--- src/sarp_pkg.sv ---
package sarp_pkg;

  localparam int HDR_BYTES = 46;
  localparam int LEN_W = 7;

  typedef enum logic [2:0] {
    PH_HEADER,
    PH_RECORD,
    PH_DATA,
    PH_DRAIN,
    PH_DONE
  } phase_t;

  typedef enum logic [1:0] {
    EV_CHAR,
    EV_DESC,
    EV_ACCEPT,
    EV_REJECT
  } ev_t;

  typedef enum logic [2:0] {
    RSN_SHORT,
    RSN_SIG,
    RSN_NAME,
    RSN_NEG,
    RSN_EMPTY
  } rsn_t;

  typedef enum logic [1:0] {
    FIN_NONE,
    FIN_ACCEPT,
    FIN_REJECT
  } fin_t;

  typedef enum logic [2:0] {
    B_IDLE,
    B_FETCH,
    B_CHAR,
    B_DESC,
    B_FINAL
  } bstate_t;

  localparam logic [0:0] REG_SPAN = 1'b0;
  localparam logic [0:0] REG_BASE = 1'b1;

  typedef struct packed {
    logic              has_member;
    logic [15:0]       idx;
    logic [31:0]       hdr_ofs;
    logic [31:0]       data_ofs;
    logic [30:0]       size;
    logic [LEN_W-1:0]  start;
    logic [LEN_W-1:0]  len;
    fin_t              fin;
    logic [31:0]       asz;
    rsn_t              reason;
  } job_t;

  typedef struct packed {
    logic              we;
    logic [LEN_W-1:0]  addr;
    logic [7:0]        data;
  } name_wr_t;

  function automatic logic hdr_ok(input logic [5:0] p, input logic [7:0] b);
    logic ok;
    case (p)
      6'd0:    ok = (b == "S");
      6'd1:    ok = (b == "C");
      6'd2:    ok = (b == "I");
      6'd3:    ok = (b == "1") || (b == "2");
      6'd4:    ok = (b == "0");
      6'd5:    ok = (b == "0");
      6'd6:    ok = (b == " ");
      6'd7:    ok = (b == "-");
      6'd40:   ok = (b == "n");
      6'd41:   ok = (b == "d");
      6'd42:   ok = (b == ".");
      6'd43:   ok = (b == 8'h0D);
      6'd44:   ok = (b == 8'h0A);
      6'd45:   ok = (b == 8'h1A);
      default: ok = 1'b1;
    endcase
    return ok;
  endfunction

  function automatic logic forbidden(input logic [7:0] b);
    return (b < 8'h20) || (b == 8'h7F) || (b == "/") || (b == ":") || (b == "*") ||
           (b == "?") || (b == 8'h22) || (b == "<") || (b == ">") || (b == "|");
  endfunction

  // component length saturates at 3, dots means every char so far was a dot
  function automatic logic comp_bad(input logic [1:0] clen, input logic dots);
    return (clen == 2'd0) || ((clen == 2'd1 || clen == 2'd2) && dots);
  endfunction

endpackage

--- src/sarp_fifo.sv ---
module sarp_fifo (
  input  logic           clk,
  input  logic           rst_n,
  input  logic           push,
  input  sarp_pkg::job_t push_job,
  input  logic           pop,
  output sarp_pkg::job_t pop_job,
  output logic           full,
  output logic           empty
);
  import sarp_pkg::*;

  job_t       slot_r [2];
  logic       wr_ptr_r, wr_ptr_nxt;
  logic       rd_ptr_r, rd_ptr_nxt;
  logic [1:0] cnt_r, cnt_nxt;

  assign full    = (cnt_r == 2'd2);
  assign empty   = (cnt_r == 2'd0);
  assign pop_job = slot_r[rd_ptr_r];

  always_comb begin
    wr_ptr_nxt = push ? ~wr_ptr_r : wr_ptr_r;
    rd_ptr_nxt = pop ? ~rd_ptr_r : rd_ptr_r;
    cnt_nxt    = cnt_r + 2'(push) - 2'(pop);
  end

  always_ff @(posedge clk) begin
    if (!rst_n) begin
      wr_ptr_r <= 1'b0;
      rd_ptr_r <= 1'b0;
      cnt_r    <= 2'd0;
    end else begin
      wr_ptr_r <= wr_ptr_nxt;
      rd_ptr_r <= rd_ptr_nxt;
      cnt_r    <= cnt_nxt;
    end
  end

  always_ff @(posedge clk) begin
    if (push) begin
      slot_r[wr_ptr_r] <= push_job;
    end
  end

  a_no_overflow: assert property (@(posedge clk) disable iff (!rst_n)
    full |-> !push) else $error("job queue overflow");
  a_no_underflow: assert property (@(posedge clk) disable iff (!rst_n)
    empty |-> !pop) else $error("job queue underflow");

endmodule

--- src/sarp_front.sv ---
module sarp_front #(
  parameter int NAME_FIELD_BYTES = 50,
  parameter int MAX_MEMBERS = 65536
) (
  input  logic               clk,
  input  logic               rst_n,
  input  logic               cfg_we,
  input  logic [0:0]         cfg_index,
  input  logic [31:0]        cfg_wdata,
  input  logic               in_valid,
  output logic               in_ready,
  input  logic [7:0]         in_data_byte,
  input  logic               q_full,
  input  logic               back_busy,
  output logic               job_push,
  output sarp_pkg::job_t     job,
  output sarp_pkg::name_wr_t name_wr
);
  import sarp_pkg::*;

  localparam int REC   = NAME_FIELD_BYTES + 5;
  localparam int FP_W  = $clog2(REC + 1);
  localparam int CNT_W = $clog2(MAX_MEMBERS + 1);

  logic [31:0]      span_r, base_r;
  phase_t           phase_r, phase_nxt;
  logic [FP_W-1:0]  fpos_r, fpos_nxt;
  logic [31:0]      off_r, off_nxt;
  logic [LEN_W-1:0] nlen_r, nlen_nxt;
  logic             term_r, term_nxt;
  logic [31:0]      sz_r, sz_nxt;
  logic [31:0]      rem_r, rem_nxt;
  logic [CNT_W-1:0] cnt_r, cnt_nxt;
  logic [31:0]      iend_r, iend_nxt;
  logic             bad_r, bad_nxt;
  logic             lead_r, lead_nxt;
  logic [LEN_W-1:0] strip_r, strip_nxt;
  logic [1:0]       clen_r, clen_nxt;
  logic             dots_r, dots_nxt;

  logic             in_fire, active, in_name, new_rec;
  logic [31:0]      dof;
  logic [1:0]       fsel;

  assign in_name  = (phase_r == PH_RECORD) && (fpos_r >= FP_W'(1)) &&
                    (fpos_r <= FP_W'(NAME_FIELD_BYTES));
  assign in_ready = !q_full && !(in_name && back_busy);
  assign in_fire  = in_valid && in_ready;
  assign active   = (phase_r != PH_DONE) && (off_r < span_r);
  assign dof      = off_r + 32'd1;
  assign fsel     = 2'(fpos_r - FP_W'(NAME_FIELD_BYTES + 1));

  always_comb begin
    phase_nxt = phase_r;
    fpos_nxt  = fpos_r;
    off_nxt   = off_r;
    nlen_nxt  = nlen_r;
    term_nxt  = term_r;
    sz_nxt    = sz_r;
    rem_nxt   = rem_r;
    cnt_nxt   = cnt_r;
    iend_nxt  = iend_r;
    bad_nxt   = bad_r;
    lead_nxt  = lead_r;
    strip_nxt = strip_r;
    clen_nxt  = clen_r;
    dots_nxt  = dots_r;
    new_rec   = 1'b0;
    name_wr   = '{we: 1'b0, addr: nlen_r, data: in_data_byte};
    job       = '{has_member: 1'b0, idx: 16'(cnt_r),
                  hdr_ofs: 32'(base_r + off_r - 32'(REC - 1)),
                  data_ofs: base_r + dof, size: sz_r[30:0],
                  start: strip_r, len: nlen_r - strip_r,
                  fin: FIN_NONE, asz: 32'd0, reason: RSN_SHORT};

    if (in_fire && active) begin
      off_nxt = dof;
      case (phase_r)
        PH_HEADER: begin
          if (off_r == 32'd0 && span_r < 32'(HDR_BYTES + REC)) begin
            phase_nxt  = PH_DONE;
            job.fin    = FIN_REJECT;
            job.reason = RSN_SHORT;
          end else if (!hdr_ok(off_r[5:0], in_data_byte)) begin
            phase_nxt  = PH_DONE;
            job.fin    = FIN_REJECT;
            job.reason = RSN_SIG;
          end else if (dof >= 32'(HDR_BYTES)) begin
            iend_nxt = 32'(HDR_BYTES);
            new_rec  = 1'b1;
          end
        end
        PH_RECORD: begin
          if (in_name) begin
            if (!term_r) begin
              if (in_data_byte == 8'h00) begin
                term_nxt = 1'b1;
              end else begin
                name_wr.we = 1'b1;
                nlen_nxt   = nlen_r + LEN_W'(1);
                if (in_data_byte == "\\") begin
                  if (lead_r) begin
                    strip_nxt = strip_r + LEN_W'(1);
                  end else begin
                    bad_nxt  = bad_r | comp_bad(clen_r, dots_r);
                    clen_nxt = 2'd0;
                    dots_nxt = 1'b1;
                  end
                end else begin
                  lead_nxt = 1'b0;
                  bad_nxt  = bad_r | forbidden(in_data_byte);
                  clen_nxt = (clen_r == 2'd3) ? 2'd3 : clen_r + 2'd1;
                  dots_nxt = dots_r & (in_data_byte == ".");
                end
              end
            end
          end else if (fpos_r > FP_W'(NAME_FIELD_BYTES)) begin
            sz_nxt = sz_r | (32'(in_data_byte) << {fsel, 3'b000});
          end
          fpos_nxt = fpos_r + FP_W'(1);
          if (fpos_r == FP_W'(REC - 1)) begin
            job.size = sz_nxt[30:0];
            if (bad_r || comp_bad(clen_r, dots_r)) begin
              phase_nxt  = PH_DONE;
              job.fin    = FIN_REJECT;
              job.reason = RSN_NAME;
            end else if (sz_nxt[31]) begin
              phase_nxt  = PH_DONE;
              job.fin    = FIN_REJECT;
              job.reason = RSN_NEG;
            end else if (sz_nxt > span_r - dof) begin
              phase_nxt = PH_DRAIN;
            end else begin
              job.has_member = 1'b1;
              cnt_nxt  = cnt_r + CNT_W'(1);
              iend_nxt = dof + sz_nxt;
              if (cnt_r == CNT_W'(MAX_MEMBERS - 1)) begin
                phase_nxt = PH_DONE;
                job.fin   = FIN_ACCEPT;
                job.asz   = iend_nxt;
              end else if (sz_nxt == 32'd0) begin
                new_rec = 1'b1;
              end else begin
                phase_nxt = PH_DATA;
                rem_nxt   = sz_nxt;
              end
            end
          end
        end
        PH_DATA: begin
          if (rem_r <= 32'd1) begin
            new_rec = 1'b1;
          end else begin
            rem_nxt = rem_r - 32'd1;
          end
        end
        default: begin
        end
      endcase

      if (new_rec) begin
        phase_nxt = PH_RECORD;
        fpos_nxt  = '0;
        nlen_nxt  = '0;
        term_nxt  = 1'b0;
        sz_nxt    = '0;
        rem_nxt   = '0;
        bad_nxt   = 1'b0;
        lead_nxt  = 1'b1;
        strip_nxt = '0;
        clen_nxt  = 2'd0;
        dots_nxt  = 1'b1;
      end

      // last byte of the span closes the walk
      if (phase_nxt != PH_DONE && dof == span_r) begin
        phase_nxt = PH_DONE;
        if (cnt_nxt == '0) begin
          job.fin    = FIN_REJECT;
          job.reason = RSN_EMPTY;
        end else begin
          job.fin = FIN_ACCEPT;
          job.asz = iend_nxt;
        end
      end
    end
  end

  assign job_push = job.has_member || (job.fin != FIN_NONE);

  always_ff @(posedge clk) begin
    if (!rst_n) begin
      span_r <= '0;
      base_r <= '0;
    end else if (cfg_we) begin
      if (cfg_index == REG_SPAN) span_r <= cfg_wdata;
      else                       base_r <= cfg_wdata;
    end
  end

  always_ff @(posedge clk) begin
    if (!rst_n || cfg_we) begin
      phase_r <= PH_HEADER;
      fpos_r  <= '0;
      off_r   <= '0;
      nlen_r  <= '0;
      term_r  <= 1'b0;
      sz_r    <= '0;
      rem_r   <= '0;
      cnt_r   <= '0;
      iend_r  <= 32'(HDR_BYTES);
      bad_r   <= 1'b0;
      lead_r  <= 1'b1;
      strip_r <= '0;
      clen_r  <= 2'd0;
      dots_r  <= 1'b1;
    end else begin
      phase_r <= phase_nxt;
      fpos_r  <= fpos_nxt;
      off_r   <= off_nxt;
      nlen_r  <= nlen_nxt;
      term_r  <= term_nxt;
      sz_r    <= sz_nxt;
      rem_r   <= rem_nxt;
      cnt_r   <= cnt_nxt;
      iend_r  <= iend_nxt;
      bad_r   <= bad_nxt;
      lead_r  <= lead_nxt;
      strip_r <= strip_nxt;
      clen_r  <= clen_nxt;
      dots_r  <= dots_nxt;
    end
  end

  a_name_guard: assert property (@(posedge clk) disable iff (!rst_n)
    name_wr.we |-> !back_busy) else $error("name store written during emission");

endmodule

--- src/sarp_back.sv ---
module sarp_back #(
  parameter int NAME_FIELD_BYTES = 50
) (
  input  logic                 clk,
  input  logic                 rst_n,
  input  sarp_pkg::name_wr_t   name_wr,
  input  logic                 q_empty,
  input  sarp_pkg::job_t       q_job,
  output logic                 q_pop,
  output logic                 busy,
  output logic                 out_valid,
  input  logic                 out_ready,
  output logic [1:0]           out_event_res,
  output logic [7:0]           out_name_char,
  output logic [15:0]          out_member_index,
  output logic [31:0]          out_rec_pos,
  output logic [31:0]          out_payload_pos,
  output logic [30:0]          out_member_size,
  output logic [31:0]          out_total_bytes,
  output logic [2:0]           out_reject_reason,
  output logic                 out_last
);
  import sarp_pkg::*;

  localparam int AW = (NAME_FIELD_BYTES > 1) ? $clog2(NAME_FIELD_BYTES) : 1;

  logic [7:0]       mem [NAME_FIELD_BYTES];
  logic [7:0]       rd_q;
  bstate_t          st_r, st_nxt;
  job_t             job_r;
  logic [LEN_W-1:0] i_r, i_nxt;
  logic [LEN_W-1:0] rd_addr;
  logic             slot_free, load;
  logic             ov_r;
  logic [1:0]       ev_r, ev_nxt;
  logic [7:0]       ch_r, ch_nxt;
  logic             has_r, has_nxt;
  logic [31:0]      asz_r, asz_nxt;
  logic [2:0]       rsn_r, rsn_nxt;
  logic             last_r, last_nxt;

  assign rd_addr   = job_r.start + i_r;
  assign slot_free = !ov_r || out_ready;
  assign busy      = (st_r != B_IDLE);

  always_ff @(posedge clk) begin
    if (name_wr.we) begin
      mem[name_wr.addr[AW-1:0]] <= name_wr.data;
    end
    rd_q <= mem[rd_addr[AW-1:0]];
  end

  always_comb begin
    st_nxt = st_r;
    case (st_r)
      B_IDLE:  if (!q_empty && slot_free) st_nxt = q_job.has_member ? B_FETCH : B_FINAL;
      B_FETCH: st_nxt = B_CHAR;
      B_CHAR:  if (slot_free) st_nxt = (i_r + LEN_W'(1) == job_r.len) ? B_DESC : B_FETCH;
      B_DESC:  if (slot_free) st_nxt = (job_r.fin == FIN_NONE) ? B_IDLE : B_FINAL;
      B_FINAL: if (slot_free) st_nxt = B_IDLE;
      default: st_nxt = B_IDLE;
    endcase
  end

  always_comb begin
    q_pop    = 1'b0;
    load     = 1'b0;
    i_nxt    = i_r;
    ev_nxt   = EV_CHAR;
    ch_nxt   = 8'h00;
    has_nxt  = 1'b0;
    asz_nxt  = 32'd0;
    rsn_nxt  = 3'(RSN_SHORT);
    last_nxt = 1'b0;
    case (st_r)
      B_IDLE: begin
        q_pop = !q_empty && slot_free;
        i_nxt = '0;
      end
      B_CHAR: begin
        load    = slot_free;
        ev_nxt  = EV_CHAR;
        ch_nxt  = (rd_q == "\\") ? "/" : rd_q;
        has_nxt = 1'b1;
        if (slot_free) i_nxt = i_r + LEN_W'(1);
      end
      B_DESC: begin
        load     = slot_free;
        ev_nxt   = EV_DESC;
        has_nxt  = 1'b1;
        last_nxt = (job_r.fin == FIN_NONE);
      end
      B_FINAL: begin
        load     = slot_free;
        ev_nxt   = (job_r.fin == FIN_ACCEPT) ? EV_ACCEPT : EV_REJECT;
        asz_nxt  = (job_r.fin == FIN_ACCEPT) ? job_r.asz : 32'd0;
        rsn_nxt  = (job_r.fin == FIN_ACCEPT) ? 3'(RSN_SHORT) : 3'(job_r.reason);
        last_nxt = 1'b1;
      end
      default: begin
      end
    endcase
  end

  always_ff @(posedge clk) begin
    if (!rst_n) begin
      st_r <= B_IDLE;
      ov_r <= 1'b0;
    end else begin
      st_r <= st_nxt;
      if (load) ov_r <= 1'b1;
      else if (out_ready) ov_r <= 1'b0;
    end
  end

  always_ff @(posedge clk) begin
    i_r <= i_nxt;
    if (q_pop) job_r <= q_job;
    if (load) begin
      ev_r   <= ev_nxt;
      ch_r   <= ch_nxt;
      has_r  <= has_nxt;
      asz_r  <= asz_nxt;
      rsn_r  <= rsn_nxt;
      last_r <= last_nxt;
    end
  end

  // member fields of job_r hold until the next pop, which waits for idle
  // and a free result register
  assign out_valid         = ov_r;
  assign out_event_res     = ev_r;
  assign out_name_char     = ch_r;
  assign out_member_index  = has_r ? job_r.idx : 16'd0;
  assign out_rec_pos       = has_r ? job_r.hdr_ofs : 32'd0;
  assign out_payload_pos   = has_r ? job_r.data_ofs : 32'd0;
  assign out_member_size   = has_r ? job_r.size : 31'd0;
  assign out_total_bytes   = asz_r;
  assign out_reject_reason = rsn_r;
  assign out_last          = last_r;

  a_char_after_fetch: assert property (@(posedge clk) disable iff (!rst_n)
    (st_r == B_CHAR) |-> ($past(st_r) == B_FETCH || $past(st_r) == B_CHAR))
    else $error("char emitted without fetch");

endmodule

--- src/stored_archive_record_parser_unit.sv ---
// channel  | direction | handshake            | payload
// in_      | input     | in_valid/in_ready    | in_data_byte
// out_     | output    | out_valid/out_ready  | event, name char, offsets, sizes, last
// cfg_     | input     | cfg_we               | cfg_index, cfg_wdata
//
// one archive byte per cycle; name bytes wait while the back end is busy
// back end: takes a job from idle, then a fetch step and a char step per name char (store read),
// then descriptor and final result steps as the job needs, plus any result-side hold-off
// a job is taken only when the result register is free
// input also waits while the two-entry job queue is full
// reset is synchronous active low; a config write restarts the walk
module stored_archive_record_parser_unit #(
  parameter int NAME_FIELD_BYTES = 50,
  parameter int MAX_MEMBERS = 65536
) (
  input  logic        clk,
  input  logic        rst_n,
  input  logic        cfg_we,
  input  logic [0:0]  cfg_index,
  input  logic [31:0] cfg_wdata,
  input  logic        in_valid,
  output logic        in_ready,
  input  logic [7:0]  in_data_byte,
  output logic        out_valid,
  input  logic        out_ready,
  output logic [1:0]  out_event_res,
  output logic [7:0]  out_name_char,
  output logic [15:0] out_member_index,
  output logic [31:0] out_rec_pos,
  output logic [31:0] out_payload_pos,
  output logic [30:0] out_member_size,
  output logic [31:0] out_total_bytes,
  output logic [2:0]  out_reject_reason,
  output logic        out_last
);
  import sarp_pkg::*;

  job_t     push_job, pop_job;
  name_wr_t name_wr;
  logic     push, pop, q_full, q_empty, back_act, back_busy;

  assign back_busy = back_act || !q_empty;

  sarp_front #(
    .NAME_FIELD_BYTES(NAME_FIELD_BYTES),
    .MAX_MEMBERS(MAX_MEMBERS)
  ) u_front (
    .clk(clk), .rst_n(rst_n),
    .cfg_we(cfg_we), .cfg_index(cfg_index), .cfg_wdata(cfg_wdata),
    .in_valid(in_valid), .in_ready(in_ready), .in_data_byte(in_data_byte),
    .q_full(q_full), .back_busy(back_busy),
    .job_push(push), .job(push_job), .name_wr(name_wr)
  );

  sarp_fifo u_fifo (
    .clk(clk), .rst_n(rst_n),
    .push(push), .push_job(push_job),
    .pop(pop), .pop_job(pop_job),
    .full(q_full), .empty(q_empty)
  );

  sarp_back #(
    .NAME_FIELD_BYTES(NAME_FIELD_BYTES)
  ) u_back (
    .clk(clk), .rst_n(rst_n),
    .name_wr(name_wr),
    .q_empty(q_empty), .q_job(pop_job), .q_pop(pop), .busy(back_act),
    .out_valid(out_valid), .out_ready(out_ready),
    .out_event_res(out_event_res), .out_name_char(out_name_char),
    .out_member_index(out_member_index), .out_rec_pos(out_rec_pos),
    .out_payload_pos(out_payload_pos), .out_member_size(out_member_size),
    .out_total_bytes(out_total_bytes), .out_reject_reason(out_reject_reason),
    .out_last(out_last)
  );

endmodule
--- config.mk ---
export PLATFORM = sky130hd
export DESIGN_NAME = stored_archive_record_parser_unit
export DESIGN_NICKNAME = d
export VERILOG_FILES = /design/src/sarp_pkg.sv /design/src/sarp_fifo.sv /design/src/sarp_front.sv /design/src/sarp_back.sv /design/src/stored_archive_record_parser_unit.sv
export SDC_FILE = /design/constraint.sdc
export NUM_CORES = 2
export LEC_CHECK = 0
export BUFFER_PORTS_ARGS = -buffer_cell sky130_fd_sc_hd__clkbuf_2
export CAP_MARGIN = 20
export CELL_PAD_IN_SITES_DETAIL_PLACEMENT = 1
export CELL_PAD_IN_SITES_GLOBAL_PLACEMENT = 2
export CORE_ASPECT_RATIO = 1.2
export CORE_MARGIN = 1.5
export CORE_UTILIZATION = 40
export DETAILED_ROUTE_END_ITERATION = 8
export PLACE_DENSITY_LB_ADDON = 0.1
export SETUP_SLACK_MARGIN = 0.5
export SLEW_MARGIN = 10
export SYNTH_ARGS = -nofsm -noshare
export SYNTH_HDL_FRONTEND = slang
export SYNTH_SLANG_ARGS = --single-unit
--- constraint.sdc ---
create_clock -name clk -period 21.8 [get_ports clk]
set_input_delay 1.09 -clock clk [delete_from_list [all_inputs] [get_ports clk]]
set_output_delay 1.09 -clock clk [all_outputs]
set_load 0.005 [all_outputs]
==> results.toml <==
[sta]
fmax_mhz = 98.4
setup-violations-final = 0
fin_ws_ns = 11.64
min_period_ns = 10.16
rsz0062_at_grt = "no"
hold_viol = 0
drv_slew = 0
worst_pin_slew_ns = 1.12
skew_ns = 0.0389
whs_ns = 0.467
fin_setup_tns_ns = 0
finalCritPeriodShare_pct = 46.6
slew_headroom_pct = 25.1

[synthesis]
synth_cell_types = 97
avgSynthCellArea_um2 = 12.3
synth-edff-count = 939
ys_seq_area_share_pct = 58.1
synth_flop_cell = "edfxtp_1"
syn_area_um2 = 57300
yosys.area.top_type = "edfxtp_1"
synth_most_common_cell = "edfxtp_1"
synth_top_cells_by_area = "edfxtp_1 49%, dfxtp_1 8.9%, mux4_2 4.7%"
syn_inst = 4647
synth.net_count = 4914
async_reset_ff_share_pct = 0
synth_seq_cells = 1194
netlist.area_leader.share_pct = 49.2
yosysWarnings = 0
synthTopCellsByCount = "939 x edfxtp_1, 385 x nor2_1, 320 x nand2_1"

[hold_path]
hold_path_depth = 1
holdCritStartpoint = "u_front.lead_r"
hold_class = "reg -> reg"
min_to = "u_front.lead_r"

[die]
rows = 151
die_y_um = 418
die_x_um = 349
core_um2 = 142000
num_io_pins = 205
die-area_um2 = 146000
initial_core_util_pct = 40.4

[finish]
final_nets = 5096
final_util_pct = 45.6
area_growth_pct = 12.7
drive_gt1_share_pct = 16.6
fill_cells = 14805
multiInputGateArea_um2 = 22400
insertedDiodeCount = 0
seqCellArea_um2 = 33300
instances_no_fill = 6772

[grt]
grt_max_degree = 91
grt_antenna_before_repair = 1
track_usage_pct = 22.9
grt_pass1_wl_um = 251000
gr-total-overflow = 0
grt_pass1_vias = 38893

[critical_path]
crit_required_ns = 22.42
r2r_start = "u_front.off_r[4]"
cp_common_cell = "nor2_1"
cp_max_fo = 20
critPathCaptureType = "flop"
crit_type = "reg -> reg"
crit_arrival_ns = 10.78
r2r_cells = 35
cp-start-kind = "flop"
cp_slowest_cell = "dfxtp_1"
reg2reg_to = "u_fifo.slot_r[1][30]"
r2r_slack_ns = 11.64
slowest_delay_ns = 0.70

[routing]
drt-total-wl_um = 167000
met3_length_um = 4530
vias_per_cell = 5.47
drt-met1-wl_um = 67300
wl_per_cell_um = 24.7
drtPass1Iterations = 5
final_antenna_net_count = 0
topRoutingLayerUsed = "met5"
drc = 0
route.met2.wl_um = 88600
drtIter0Drc = 1881
vias = 37032

[place]
gp_congestion = 0.865
place.port_buffers = 204
post-place-cells = 6542
pre_cts_ws_ns = 11.71
hpwlAfterDp_um = 121000

[cts]
numCtsBuffers = 120
clkTransAtPathRegs_ns = 0.07
cts.path.max_buffers = 3
cts-root-buf = "clkbuf_16"
h-tree-depth = 3
clock_latency_ns = 0.77
cts.sinks = 1194
hold_buffers = 0
post_cts_resized = 0
cts_tree = "built"
postCtsSetupRepairBufs = 0

[flow_run]
drv_cap = 0

[pwr]
power_density_nw_per_um2 = 109
peakVddDrop_mv = 0.137
p_leak_uw = 0.0237

[outcome]
status = "completed"
-- flip-flops by register name (all words and copies together), names as in the netlist, 3 cells and up, named ones only --
| register | flops |
|---|---|
| u_back.mem | 400 |
| u_fifo.slot_r | 324 |
| u_back.job_r | 161 |
| u_back.out_total_bytes | 32 |
| u_front.base_r | 32 |
| u_front.iend_r | 32 |
| u_front.off_r | 32 |
| u_front.rem_r | 32 |
| u_front.span_r | 32 |
| u_front.sz_r | 32 |
| u_front.cnt_r | 17 |
| u_back.out_name_char | 8 |
| u_back.rd_q | 8 |
| u_back.i_r | 7 |
| u_front.nlen_r | 7 |
| u_front.strip_r | 7 |
| u_front.fpos_r | 6 |
| u_back.out_reject_reason | 3 |
| u_back.st_r | 3 |
| u_front.phase_r | 3 |
-- worst max-delay path by stage --
stage | to | startpoint | cells past startpoint
6_report | u_fifo.slot_r[1][30] | u_front.off_r[4] | 35
5_1_grt | u_fifo.slot_r[1][29] | u_front.off_r[4] | 35
4_1_cts | u_fifo.slot_r[1][30] | u_front.off_r[4] | 35
3_5_place_dp | u_fifo.slot_r[0][29] | u_front.off_r[4] | 35
3_3_place_gp | u_fifo.slot_r[0][33] | u_front.off_r[4] | 35
2_1_floorplan | u_fifo.cnt_r[1] | out_ready | 8
-- layout make-up --
class	count	share of cell area, %
Clock buffer	149	4.98
Clock inverter	80	1.33
Inverter	251	1.46
Multi-Input combinational cell	2986	34.6
Sequential cell	1194	51.6
Tap cell	1836	3.56
Timing Repair Buffer	276	2.44
-- power by group --
group | switching (uW) | internal [uW] | total [uW]
Combinational | 1110 | 836 | 1950
Clock | 941 | 1200 | 2140
Sequential | 97.1 | 2830 | 2930
-- cells by family after synthesis --
logic type      synth area share (%)
compound gates                  9.74
xor+xnor                        4.26
buf+inv                         3.09
mux                             8.28
fa+ha+maj                       5.40
simple gates                    11.1
flops                           58.1
-- cell usage in the layout (no fill, tap or decap), drive strengths merged, types with 32 or more instances in the layout --
cell type  netlist  layout
nor3            75      75
buf             27      72
nor4            38      38
nand4           45      45
clkinv           0      49
a21o            90      90
xor2            88      88
xnor2          182     182
clkbuf         189     353
edfxtp         939     939
and3            38      38
nor2b           44      44
a21oi          212     212
or3             33      33
nor2           386     386
dfxtp          255     255
mux4           120     120
and2           178     178
a21boi          72      72
nand2b          32      32
ha             215     215
mux2           162     162
o21ai          191     191
nand3           58      58
a22oi           51      51
nand2          321     321
inv            251     257
-- per-layer routing --
| layer | up-vias | GRT usage, % |
|---|---|---|
| met5 | - | 0 |
| li1 | 17433 | - |
| met2 | 570 | 42.3 |
| met3 | 253 | 2.32 |
| met1 | 18774 | 27.1 |
| met4 | 2 | 9.34 |
-- critical path, delay by kind of cell (launching register included) --
| kind | cells | cell delay [ns] |
|---|---|---|
| DFF | 1 | 0.70 |
| and+or+nand+nor | 11 | 3.82 |
| muxes | 1 | 0.20 |
| AOI/OAI and AO/OA | 16 | 2.95 |
| adders and majority gates | 4 | 1.38 |
| xor gates and xnor gates | 1 | 0.52 |
| buffers and inverters | 2 | 0.37 |
-- metrics by stage --
| step | cell area (um2) | total power [uW] |
|---|---|---|
| floorplan | 57300 | 4280 |
| global placement | 60500 | 4960 |
| detailed placement | 60500 | 4990 |
| CTS | 64500 | 7150 |
| global route | 64600 | 7330 |
| finish | 64600 | 7010 |
No activity file was read; power rests on OpenSTA's default activity.
